$ cat src/rtl/pidaw_pkg.sv
// ----------------------------------------------------------------------------
// PID controller package
// Shared widths, register indexes, micro-operation codes, the control-store
// program and the control and status bundles between sequencer and datapath.
// ----------------------------------------------------------------------------
package pidaw_pkg;

    localparam int DATA_W    = 32;
    localparam int LIMIT_W   = 31;
    localparam int CFG_IDX_W = 3;
    localparam int STEP_W    = 5;

    localparam logic signed [DATA_W-1:0] S32_MAX = 32'sh7FFF_FFFF;
    localparam logic signed [DATA_W-1:0] S32_MIN = 32'sh8000_0000;

    // Configuration register indexes.
    typedef enum logic [CFG_IDX_W-1:0] {
        REG_PROP_GAIN  = 3'd0,
        REG_INTEG_GAIN = 3'd1,
        REG_DERIV_GAIN = 3'd2,
        REG_INTEG_LIM  = 3'd3,
        REG_DRIVE_MIN  = 3'd4,
        REG_DRIVE_MAX  = 3'd5,
        REG_SETPOINT   = 3'd6,
        REG_SETTLE_TOL = 3'd7
    } cfg_reg_t;

    // Datapath micro-operations.
    typedef enum logic [4:0] {
        OP_NOP         = 5'd0,
        OP_ERR         = 5'd1,
        OP_DIFF        = 5'd2,
        OP_DIV_START   = 5'd3,
        OP_MUL_P       = 5'd4,
        OP_SAVE_P      = 5'd5,
        OP_MUL_EDT     = 5'd6,
        OP_INTEG_ADD   = 5'd7,
        OP_INTEG_CLAMP = 5'd8,
        OP_MUL_I       = 5'd9,
        OP_SUM_PI      = 5'd10,
        OP_MUL_D       = 5'd11,
        OP_SUM_D       = 5'd12,
        OP_CLAMP_MAX   = 5'd13,
        OP_CLAMP_MIN   = 5'd14,
        OP_COMMIT      = 5'd15,
        OP_CLEAR       = 5'd16,
        OP_HOLD        = 5'd17
    } op_t;

    // Jump conditions of a control word.
    typedef enum logic [1:0] {
        JMP_NONE     = 2'd0,
        JMP_CLEAR    = 2'd1,
        JMP_HOLD     = 2'd2,
        JMP_DIV_BUSY = 2'd3
    } jump_t;

    typedef struct packed {
        op_t               op;
        jump_t             jump;
        logic [STEP_W-1:0] target;
        logic              last;
    } uword_t;

    typedef struct packed {
        op_t  op;
        logic load;
    } dp_ctrl_t;

    typedef struct packed {
        logic is_clear;
        logic is_hold;
        logic div_busy;
        logic out_free;
    } dp_status_t;

    // Program entry points that are jump targets.
    localparam logic [STEP_W-1:0] STEP_WAIT_DIV = 5'd12;
    localparam logic [STEP_W-1:0] STEP_CLEAR    = 5'd18;
    localparam logic [STEP_W-1:0] STEP_HOLD     = 5'd19;
    localparam logic [STEP_W-1:0] STEP_NONE     = 5'd0;

    function automatic uword_t uw(input op_t op, input jump_t jump,
                                  input logic [STEP_W-1:0] target, input logic last);
        uword_t w;
        w.op     = op;
        w.jump   = jump;
        w.target = target;
        w.last   = last;
        return w;
    endfunction

    // Control store: one control word per step.
    function automatic uword_t ucode_rom(input logic [STEP_W-1:0] addr);
        uword_t w;
        case (addr)
            5'd0:    w = uw(OP_NOP,         JMP_CLEAR,    STEP_CLEAR,    1'b0);
            5'd1:    w = uw(OP_NOP,         JMP_HOLD,     STEP_HOLD,     1'b0);
            5'd2:    w = uw(OP_ERR,         JMP_NONE,     STEP_NONE,     1'b0);
            5'd3:    w = uw(OP_DIFF,        JMP_NONE,     STEP_NONE,     1'b0);
            5'd4:    w = uw(OP_DIV_START,   JMP_NONE,     STEP_NONE,     1'b0);
            5'd5:    w = uw(OP_MUL_P,       JMP_NONE,     STEP_NONE,     1'b0);
            5'd6:    w = uw(OP_SAVE_P,      JMP_NONE,     STEP_NONE,     1'b0);
            5'd7:    w = uw(OP_MUL_EDT,     JMP_NONE,     STEP_NONE,     1'b0);
            5'd8:    w = uw(OP_INTEG_ADD,   JMP_NONE,     STEP_NONE,     1'b0);
            5'd9:    w = uw(OP_INTEG_CLAMP, JMP_NONE,     STEP_NONE,     1'b0);
            5'd10:   w = uw(OP_MUL_I,       JMP_NONE,     STEP_NONE,     1'b0);
            5'd11:   w = uw(OP_SUM_PI,      JMP_NONE,     STEP_NONE,     1'b0);
            5'd12:   w = uw(OP_NOP,         JMP_DIV_BUSY, STEP_WAIT_DIV, 1'b0);
            5'd13:   w = uw(OP_MUL_D,       JMP_NONE,     STEP_NONE,     1'b0);
            5'd14:   w = uw(OP_SUM_D,       JMP_NONE,     STEP_NONE,     1'b0);
            5'd15:   w = uw(OP_CLAMP_MAX,   JMP_NONE,     STEP_NONE,     1'b0);
            5'd16:   w = uw(OP_CLAMP_MIN,   JMP_NONE,     STEP_NONE,     1'b0);
            5'd17:   w = uw(OP_COMMIT,      JMP_NONE,     STEP_NONE,     1'b1);
            5'd18:   w = uw(OP_CLEAR,       JMP_NONE,     STEP_NONE,     1'b1);
            5'd19:   w = uw(OP_HOLD,        JMP_NONE,     STEP_NONE,     1'b1);
            default: w = uw(OP_NOP,         JMP_NONE,     STEP_NONE,     1'b1);
        endcase
        return w;
    endfunction

    // Saturate a 33-bit signed sum or difference to 32 bits.
    function automatic logic signed [DATA_W-1:0] sat33(input logic signed [DATA_W:0] v);
        logic signed [DATA_W-1:0] r;
        if (v[DATA_W] != v[DATA_W-1]) begin
            r = v[DATA_W] ? S32_MIN : S32_MAX;
        end else begin
            r = v[DATA_W-1:0];
        end
        return r;
    endfunction

endpackage

$ cat src/rtl/pidaw_sequencer.sv
// ----------------------------------------------------------------------------
// PID microcode sequencer
// Step counter over the control store with conditional jumps; issues one
// micro-operation per cycle and holds on the final step until the result
// register is free.
// ----------------------------------------------------------------------------
module pidaw_sequencer
    import pidaw_pkg::*;
(
    input  logic       aclk,
    input  logic       aresetn,
    input  logic       s_valid,
    output logic       s_ready,
    input  dp_status_t status,
    output dp_ctrl_t   ctrl
);

    logic              run_reg, run_next;
    logic [STEP_W-1:0] step_reg, step_next;
    uword_t            word;
    logic              take;
    logic              stall;
    logic              jump_taken;

    assign word    = ucode_rom(step_reg);
    assign s_ready = !run_reg;
    assign take    = s_valid && s_ready;
    assign stall   = word.last && !status.out_free;

    // Jump condition of the current control word.
    always_comb begin
        case (word.jump)
            JMP_CLEAR:    jump_taken = status.is_clear;
            JMP_HOLD:     jump_taken = status.is_hold;
            JMP_DIV_BUSY: jump_taken = status.div_busy;
            default:      jump_taken = 1'b0;
        endcase
    end

    // Next step and run flag.
    always_comb begin
        run_next  = run_reg;
        step_next = step_reg;
        if (take) begin
            run_next  = 1'b1;
            step_next = '0;
        end else if (run_reg && !stall) begin
            if (word.last) begin
                run_next = 1'b0;
            end else if (jump_taken) begin
                step_next = word.target;
            end else begin
                step_next = step_reg + 1'b1;
            end
        end
    end

    always_ff @(posedge aclk) begin
        if (!aresetn) begin
            run_reg  <= 1'b0;
            step_reg <= '0;
        end else begin
            run_reg  <= run_next;
            step_reg <= step_next;
        end
    end

    assign ctrl.op   = (run_reg && !stall) ? word.op : OP_NOP;
    assign ctrl.load = take;

endmodule

$ cat config.mk
export PLATFORM = sky130hd
export DESIGN_NAME = pidaw_sequencer
export DESIGN_NICKNAME = d
export VERILOG_FILES = /design/src/rtl/pidaw_pkg.sv /design/src/rtl/pidaw_sequencer.sv
export SDC_FILE = /design/constraint.sdc
export NUM_CORES = 1
export LEC_CHECK = 0
export ABC_AREA = 1
export BUFFER_PORTS_ARGS = -buffer_cell sky130_fd_sc_hd__buf_4
export CORE_MARGIN = 4
export CORE_UTILIZATION = 40
export CTS_BUF_LIST = sky130_fd_sc_hd__clkbuf_2 sky130_fd_sc_hd__clkbuf_4 sky130_fd_sc_hd__clkbuf_8
export DETAILED_ROUTE_END_ITERATION = 6
export GPL_ROUTABILITY_DRIVEN = 0
export HOLD_SLACK_MARGIN = 0.06
export PLACE_DENSITY_LB_ADDON = 0.05
export SLEW_MARGIN = 30
export SYNTH_ARGS = -nofsm -noshare
export SYNTH_HDL_FRONTEND = slang
export SYNTH_SLANG_ARGS = --single-unit
$ cat constraint.sdc
create_clock -name aclk -period 3.1 [get_ports aclk]
set_input_delay 0.465 -clock aclk [delete_from_list [all_inputs] [get_ports aclk]]
set_output_delay 0.465 -clock aclk [all_outputs]
set_load 0.1 [all_outputs]
==> run metrics, run 1 <==
CTS Hold Bufs=0; Reg2Reg Depth=14; DRT iter0 DRCs=15; Setup Total Neg Slack=0 ns; synthesized cell area=1101 um2; Max clock buf depth=2; top-count cell post-synth=nand2_1; proportion of layout cells with a drive suffix above 1=0.2695; placed instance area=1229 um2; outcome=finished, final reports clean; hold path depth=4; Tot GR Track Use=0.1264; worst reg2reg path endpoint=word[10]$_DFF_P_; DRT Pass-1 Iters=4; most instantiated cells after synthesis=35 x nand2_1, 28 x inv_1, 18 x nand3_1; reg2reg setup slack=1.20 ns; core footprint=2545 um2; initial antenna violation count=0; async set-reset flop share out of synthesis=0; Setup violations, final=0; endpoints failing hold=0; GR met2 Demand/Resource=0.2006; register area=340.3 um2; Die Height=60.47 um; FF+latch count, synth=17; grt met3 use=0.01915; Leakage=0.0006680 uW; Worst Min Path Start=status[0]; worst vdd ir=0.3669 mV; CTS tree=done; post-synth top area share=0.3091; Hold Path Class=input pin to flop; area growth from synthesis to layout=14.09%; Resized cells post-CTS=0; pin count of the biggest net entering global routing=11; WL final=1999 um; end of the worst hold path=run_reg$_SDFFE_PN0P_; period utilization=0.6443; busiest metal layer after global routing=met2; initial core utilization=0.4326; worst endpoint required time=2.63 ns; max-slew violation count=0; first-pass GRT wire length=3463 um; max_slew headroom=0.6307; FF-to-FF Start=word[6]$_SDFF_PP0_; vias=920; Syn Nets=165; kind of critical path=flop to primary output; # diodes=0; Ports=14; vias in the first global route=822; Post-synth EDFFs=0; Largest register FFs=11; Post-CTS Setup Inserts=0; Sinks on Clock Net=17; crit start category=flop; DR WL/cell=10.15 um; die width=60.47 um; DIE AREA=3656 um2; Clock Skews=0.005648 ns; CTS buffer count=3; Worst-path clk slew=0.09 ns; f_max=500.7 MHz; RSZ-0062 raised after global routing=no; Antenna Violating Nets Remaining=0; worst hold slack=0.4434 ns; total grt overflow=0; FP Rows=18; synthesized area per cell=7.292 um2; dominant cell type by area after synthesis=dfxtp_1; minimum clock period=1.997 ns; actual slew at the worst max-slew pin=0.5482 ns; Worst EP arrival=1.53 ns; Clk Latency, worst-skew pair=0.29 ns; max cap viols=0; PwrDens=419.0 nW/um2; DP HPWL=1696 um; Residual DRC=0; M1 GR Usage=0.1703; sequential area share after synthesis=0.3091; top cells by area, synth=dfxtp_1 31%, nand2_1 12%, inv_1 9.5%; Clock Tree Root=clkbuf_4; post-route design area=1256 um2; most used flip-flop cell after synthesis=dfxtp_1; cells after synthesis=151; yosys warns=0; fill count=246; H-tree level count=1; Avg Vias per Cell=4.670; endpoint class of the critical path=primary output; Layout Nets=182; port bufs=13; count of cell types in the netlist=21; Multi-input gate area=633.1 um2; Critical Path Fanout Max=5
## worst max path at each step
stage	startpoint	end	slack, ns	depth (start not counted)
after floorplan	status[0]	ctrl[1]	0.72	2
after global placement	status[1]	word[10]$_DFF_P_	1.09	14
after detailed placement	status[1]	word[10]$_DFF_P_	1.05	14
after CTS	word[0]$_SDFF_PN0_	ctrl[2]	1.06	4
after global routing	word[0]$_SDFF_PN0_	ctrl[3]	0.88	4
final	word[0]$_SDFF_PN0_	ctrl[2]	1.10	4
## worst max-delay path, cell delays in order (launching register included)
cell and delay [ns]:
dfxtp_1 0.40, inv_1 0.05, o21ai_0 0.44, nor2_1 0.09, buf_4 0.25
## per-stage QoR
step                      utilization  total power (uW)  worst slack (ns)  std cells
after global routing           0.4936             563.9            0.8838        197
after global placement         0.4828             418.5             1.085        193
after CTS                      0.4936             533.7             1.061        197
final                          0.4936             526.3             1.103        197
after detailed placement       0.4828             419.3             1.051        193
after floorplan                     -             385.3            0.7227        151
## routing by layer
metal	vias up	wire length, um	part of all wire
met3	5	49	0.025
met1	410	1001	0.50
met5	-	0	0
met2	10	911	0.46
met4	0	37	0.019
li1	495	-	-
## cell type report
type | count | area share
multi-input cells | 101 | 0.5040
well taps | 30 | 0.02988
flip-flops and latches | 17 | 0.2709
clock inverters | 1 | 0.003984
inverters | 32 | 0.09562
repair buffers | 13 | 0.07769
clock buffers | 3 | 0.01793
## layout by cell type (no fill, tap or decap), types with 3 or more instances in the layout
cell and instances:
nand2_1 35, inv_1 28, nand3_1 18, dfxtp_1 17
buf_4 13, nor2_1 8, nand2_2 7, ha_1 7
nand3_2 6, nand2_4 5, inv_2 4, o21ai_0 4
clkbuf_4 3
## logic make-up (layout without fill, tap and decap cells)
| group | Yosys count | after routing | synth area share |
|---|---|---|---|
| AND/OR/NAND/NOR | 84 | 84 | 0.4296 |
| buffers and inverters | 33 | 49 | 0.1159 |
| adder cells (fa/ha/maj) | 7 | 7 | 0.07954 |
| AO/OA/AOI/OAI | 8 | 8 | 0.05000 |
| XOR/XNOR | 2 | 2 | 0.01591 |
| flip-flops | 17 | 17 | 0.3091 |
## power breakdown
group          leakage, uW  internal, uW  switching, uW
registers         0.000138           235           11.7
clock network    0.0000177          48.0           65.8
logic             0.000512          50.9            115
total             0.000668           334            192
Note: power is estimated with default switching activity, not from simulation.
==> inputs of run 2 (changes only) <==
clock period = 1.7 ns   (was 3.1 ns; I/O delays follow)
==> run 2 against run 1 <==
  * Count of clock-buffer cells in the layout is the same
  * First-iteration DRC count is 40% higher
  * Critical path type is now flop to flop
  * The flow now finishes with violations (setup timing)
  * Register-to-register slack got worse by 1.2 ns
  * Sequential cell count unchanged
  * Worst setup slack lost 1.1 ns
  * Sequential power grew 84%
  * Via count increased by 5.5%
  * Routed wire length increased by 9.5%
  * Non-clock buffer count increased by 20
  * Critical path depth increased by 9
==> run metrics, run 2 (synthesis results as in run 1) <==
failing checks=setup timing; Max clock buf depth=2; initial antenna violation count=0; Clk Latency, worst-skew pair=0.29 ns; die width=60.47 um; Antenna Violating Nets Remaining=0; Leakage=0.0007689 uW; Critical Path Fanout Max=5; WL final=2189 um; Residual DRC=0; period utilization=1.014; area growth from synthesis to layout=34.32%; H-tree level count=1; port bufs=13; f_max=580.3 MHz; max_slew headroom=0.8147; setup ws final=-0.02319 ns; crit start category=flop; proportion of layout cells with a drive suffix above 1=0.4225; total grt overflow=0; Setup Total Neg Slack=-0.03850 ns; max-slew violation count=0; CTS tree=done; Tot GR Track Use=0.1352; DIE AREA=3656 um2; pin count of the biggest net entering global routing=11; endpoint class of the critical path=flop; actual slew at the worst max-slew pin=0.2802 ns; DRT Pass-1 Iters=4; minimum clock period=1.723 ns; CTS buffer count=3; endpoints failing hold=0; max cap viols=0; first-pass GRT wire length=3781 um; Worst EP arrival=1.91 ns; core footprint=2545 um2; outcome=finished with violations; worst endpoint required time=1.88 ns; Clock Skews=0.009673 ns; Ports=14; M1 GR Usage=0.1783; Clock Tree Root=clkbuf_4; commonest non-fill, non-tap cell in the layout=buf_4; DRT iter0 DRCs=21; RSZ-0062 raised after global routing=yes; DR WL/cell=10.09 um; most frequent cells in the layout=33 x buf_4, 30 x nand2_1, 26 x inv_1; CTS Hold Bufs=0; pre-CTS WS=-0.1661 ns; FP Rows=18; Sinks on Clock Net=17; worst vdd ir=0.6744 mV; Hold Path Class=input pin to flop; Worst-path clk slew=0.10 ns; Setup violations, final=3; Die Height=60.47 um; Layout Nets=202; grt met3 use=0.01915; Largest register FFs=11; vias=971; DP HPWL=1801 um; busiest metal layer after global routing=met2; GR met2 Demand/Resource=0.2222; PwrDens=714.8 nW/um2; # diodes=0; vias in the first global route=926; initial core utilization=0.4326; Avg Vias per Cell=4.475; kind of critical path=flop to flop
run 2: changes by cell type in the layout (fill, tap and decap cells not counted), sizes merged:
cell / before / now
buf: 13 / 33
run 2: cell type report:
type,instances,area (um2)
fillers,238,1066
multi-input cells,101,696.9
flip-flops and latches,17,349.1
repair buffers,33,247.7
inverters,32,120.1
well taps,30,37.54
clock buffers,3,22.52
clock inverters,1,5.005
run 2: metal layers:
layer / up-vias / part of all wire
met2: 8 / 0.48
met5: - / 0
met4: 0 / 0.011
met3: 4 / 0.021
met1: 425 / 0.48
li1: 534 / -
run 2: worst paths after layout:
check                  startpoint                   end  slack [ns]  cells after the start
max            word[7]$_SDFF_PP0_       word[8]$_DFF_P_       -0.02                     13
min                     status[0]  run_reg$_SDFFE_PN0P_        0.23                      4
max reg2reg    word[7]$_SDFF_PP0_       word[8]$_DFF_P_       -0.02                     13
min reg2reg  run_reg$_SDFFE_PN0P_  run_reg$_SDFFE_PN0P_        0.49                      2
run 2: timing repair:
item / CTS / global route
endpoints found under the setup margin: 7 / 10
pin swaps: 1 / 9
setup buffers: 1 / 4
gates resized for setup: 8 / 15
run 2: critical path: stages, from the launching register on:
cell     delay, ns
dfxtp_4       0.37
inv_1         0.09
nand3_1       0.10
nand3_1       0.10
nand2_1       0.07
nand3_1       0.09
nand2_1       0.09
nand2_2       0.16
inv_1         0.10
ha_1          0.20
inv_1         0.04
nand2_1       0.04
nand3_1       0.09
nand3_1       0.07
run 2: power breakdown:
group	switching, uW	internal [uW]
registers	23.2	431
clock network	118	87.4
logic	237	160
run 2: per-stage QoR:
step | area [um2] | hold slack (ns) | instances | total power [uW] | util
6_report | 1479 | 0.2279 | 217 | 1057 | 0.5811
3_5_place_dp | 1341 | 0.4860 | 208 | 813.0 | 0.5270
3_3_place_gp | 1341 | 0.4844 | 208 | 810.3 | 0.5270
5_1_grt | 1479 | 0.2254 | 217 | 1133 | 0.5811
2_1_floorplan | 1101 | 0.4254 | 151 | 702.6 | -
4_1_cts | 1389 | 0.2233 | 213 | 1026 | 0.5457
==> inputs of run 3 (changes only) <==
REMOVE_ABC_BUFFERS = 1   (was unset)
==> run 3 against run 2 <==
  * Final cell count fell by 0.46%
  * Highest routed layer unchanged
  * Global-route usage rose by 0.81 points
  * Via count rose by 1.5%
  * The run still ends with setup timing left
  * Routed wire length rose by 7.4%
  * Combinational power barely moved
  * Count of clock-buffer cells in the layout did not move
==> run metrics, run 3 (synthesis results as in run 1) <==
max_slew headroom=0.8149; Worst EP arrival=1.92 ns; Setup Total Neg Slack=-0.08368 ns; endpoints failing hold=0; most frequent cells in the layout=33 x nand2_1, 32 x buf_4, 25 x inv_1; minimum clock period=1.727 ns; Clk Latency, worst-skew pair=0.29 ns; Residual DRC=0; Ports=14; crit-path leading delay family=simple AND/OR/NAND/NOR gates; vias in the first global route=933; WL final=2350 um; Worst-path clk slew=0.10 ns; # diodes=0; Avg Vias per Cell=4.565; Buf/Inv on CP=1; CTS tree=done; max-slew violation count=0; core footprint=2545 um2; failing checks=setup timing; DR WL/cell=10.88 um; register area=350.3 um2; hold path depth=4; outcome=finished with violations; Die Height=60.47 um; Layout Nets=201; total grt overflow=0; Max clock buf depth=2; placed cells=209; max cap viols=0; Clock Skews=0.006922 ns; PwrDens=722.3 nW/um2; f_max=578.9 MHz; CP Depth=12; PnR Total Power=1062 uW; Sinks on Clock Net=17; CP peak stage delay=0.37 ns; cell-internal power=677.1 uW; RSZ-0062 raised after global routing=yes; Sw Ratio=0.3624; H-tree level count=1; non-filler cells, final=216; Cell Chain, Critical Path=inv_2 > nand2_2 > nand3_2 > nand2_2 > nand2_1 > o21ai_1 > o21ai_1 > nand2_2 > ha_4 > nand2_1 > nand3_2 > nand3_1; initial core utilization=0.4326; Largest register FFs=11; sequential power share=0.427; Setup violations, final=4; DRT iter0 DRCs=34; Antenna Violating Nets Remaining=0; slowest CP cell=dfxtp_4; DIE AREA=3656 um2; port bufs=13; Multi-input gate area=691.9 um2; pin count of the biggest net entering global routing=11; CTS Hold Bufs=0; Leakage=0.0007690 uW; initial antenna violation count=0; crit-path most repeated cell=nand2_2; actual slew at the worst max-slew pin=0.2799 ns; crit start category=flop; endpoint class of the critical path=flop; area growth from synthesis to layout=33.52%; DP HPWL=1890 um; vias=986; NetSw=384.8 uW; Reg2Reg Depth=12; kind of critical path=flop to flop; FP Rows=18; fill count=253; Hold Path Class=input pin to flop; worst endpoint required time=1.89 ns; first-pass GRT wire length=4015 um; CTS buffer count=3; Tot GR Track Use=0.1433; period utilization=1.016; Clock Tree Root=clkbuf_4; commonest non-fill, non-tap cell in the layout=nand2_1; Comb pwr share=0.375; setup ws final=-0.02750 ns; Critical Path Fanout Max=6; die width=60.47 um; proportion of layout cells with a drive suffix above 1=0.4247; worst vdd ir=0.6246 mV; clock group share of total power=0.198; DRT Pass-1 Iters=4
## run 3: per-stage QoR
step	hold WS (ns)	util	setup slack [ns]	instance area (um2)
2_1_floorplan	0.4254	-	-0.7676	1094
3_3_place_gp	0.4807	0.5300	-0.1095	1349
3_5_place_dp	0.4991	0.5300	-0.1519	1349
4_1_cts	0.2344	0.5467	0.01358	1391
5_1_grt	0.2525	0.5777	-0.1949	1470
6_report	0.2403	0.5777	-0.02750	1470
## run 3: power groups by stage
stage,Clock [uW],Sequential [uW],Combinational [uW]
detailed placement,0,460,365
global route,238,458,441
CTS,219,453,371
floorplan,0,455,245
finish,210,454,398
global placement,0,459,359
## run 3: final cells by class
class	count	area share
Inverter	32	0.08340
Sequential cell	17	0.2383
Multi-Input combinational cell	101	0.4706
Timing Repair Buffer	32	0.1634
Clock inverter	1	0.003404
Tap cell	30	0.02553
Clock buffer	3	0.01532
## run 3: repair_timing
item                       CTS  global route
setup endpoints to repair    6             8
setup buffers                0             3
resized for setup           10            14
pin swaps                    1             6
hold endpoints to repair     0             0
## run 3: worst reg2reg max path, stage by stage, from the launching register on
cell     delay [ns]
dfxtp_4        0.37
inv_2          0.06
nand2_2        0.05
nand3_2        0.06
nand2_2        0.08
nand2_1        0.06
o21ai_1        0.05
o21ai_1        0.21
nand2_2        0.18
ha_4           0.31
nand2_1        0.06
nand3_2        0.07
nand3_1        0.07
## run 3: worst paths after layout
path	slack [ns]	start	end
hold reg to reg	0.51	run_reg$_SDFFE_PN0P_	run_reg$_SDFFE_PN0P_
setup / recovery	-0.03	word[6]$_SDFF_PP0_	word[9]$_DFF_P_
hold / removal	0.24	status[0]	run_reg$_SDFFE_PN0P_
setup reg to reg	-0.03	word[6]$_SDFF_PP0_	word[9]$_DFF_P_
## run 3: routing by layer
layer	vias to the layer above	GRT usage	routed length [um]
li1	533	-	-
met1	444	0.1812	1107
met2	7	0.2562	1174
met3	2	0.01915	43
met4	0	0.03715	25
met5	-	0	0
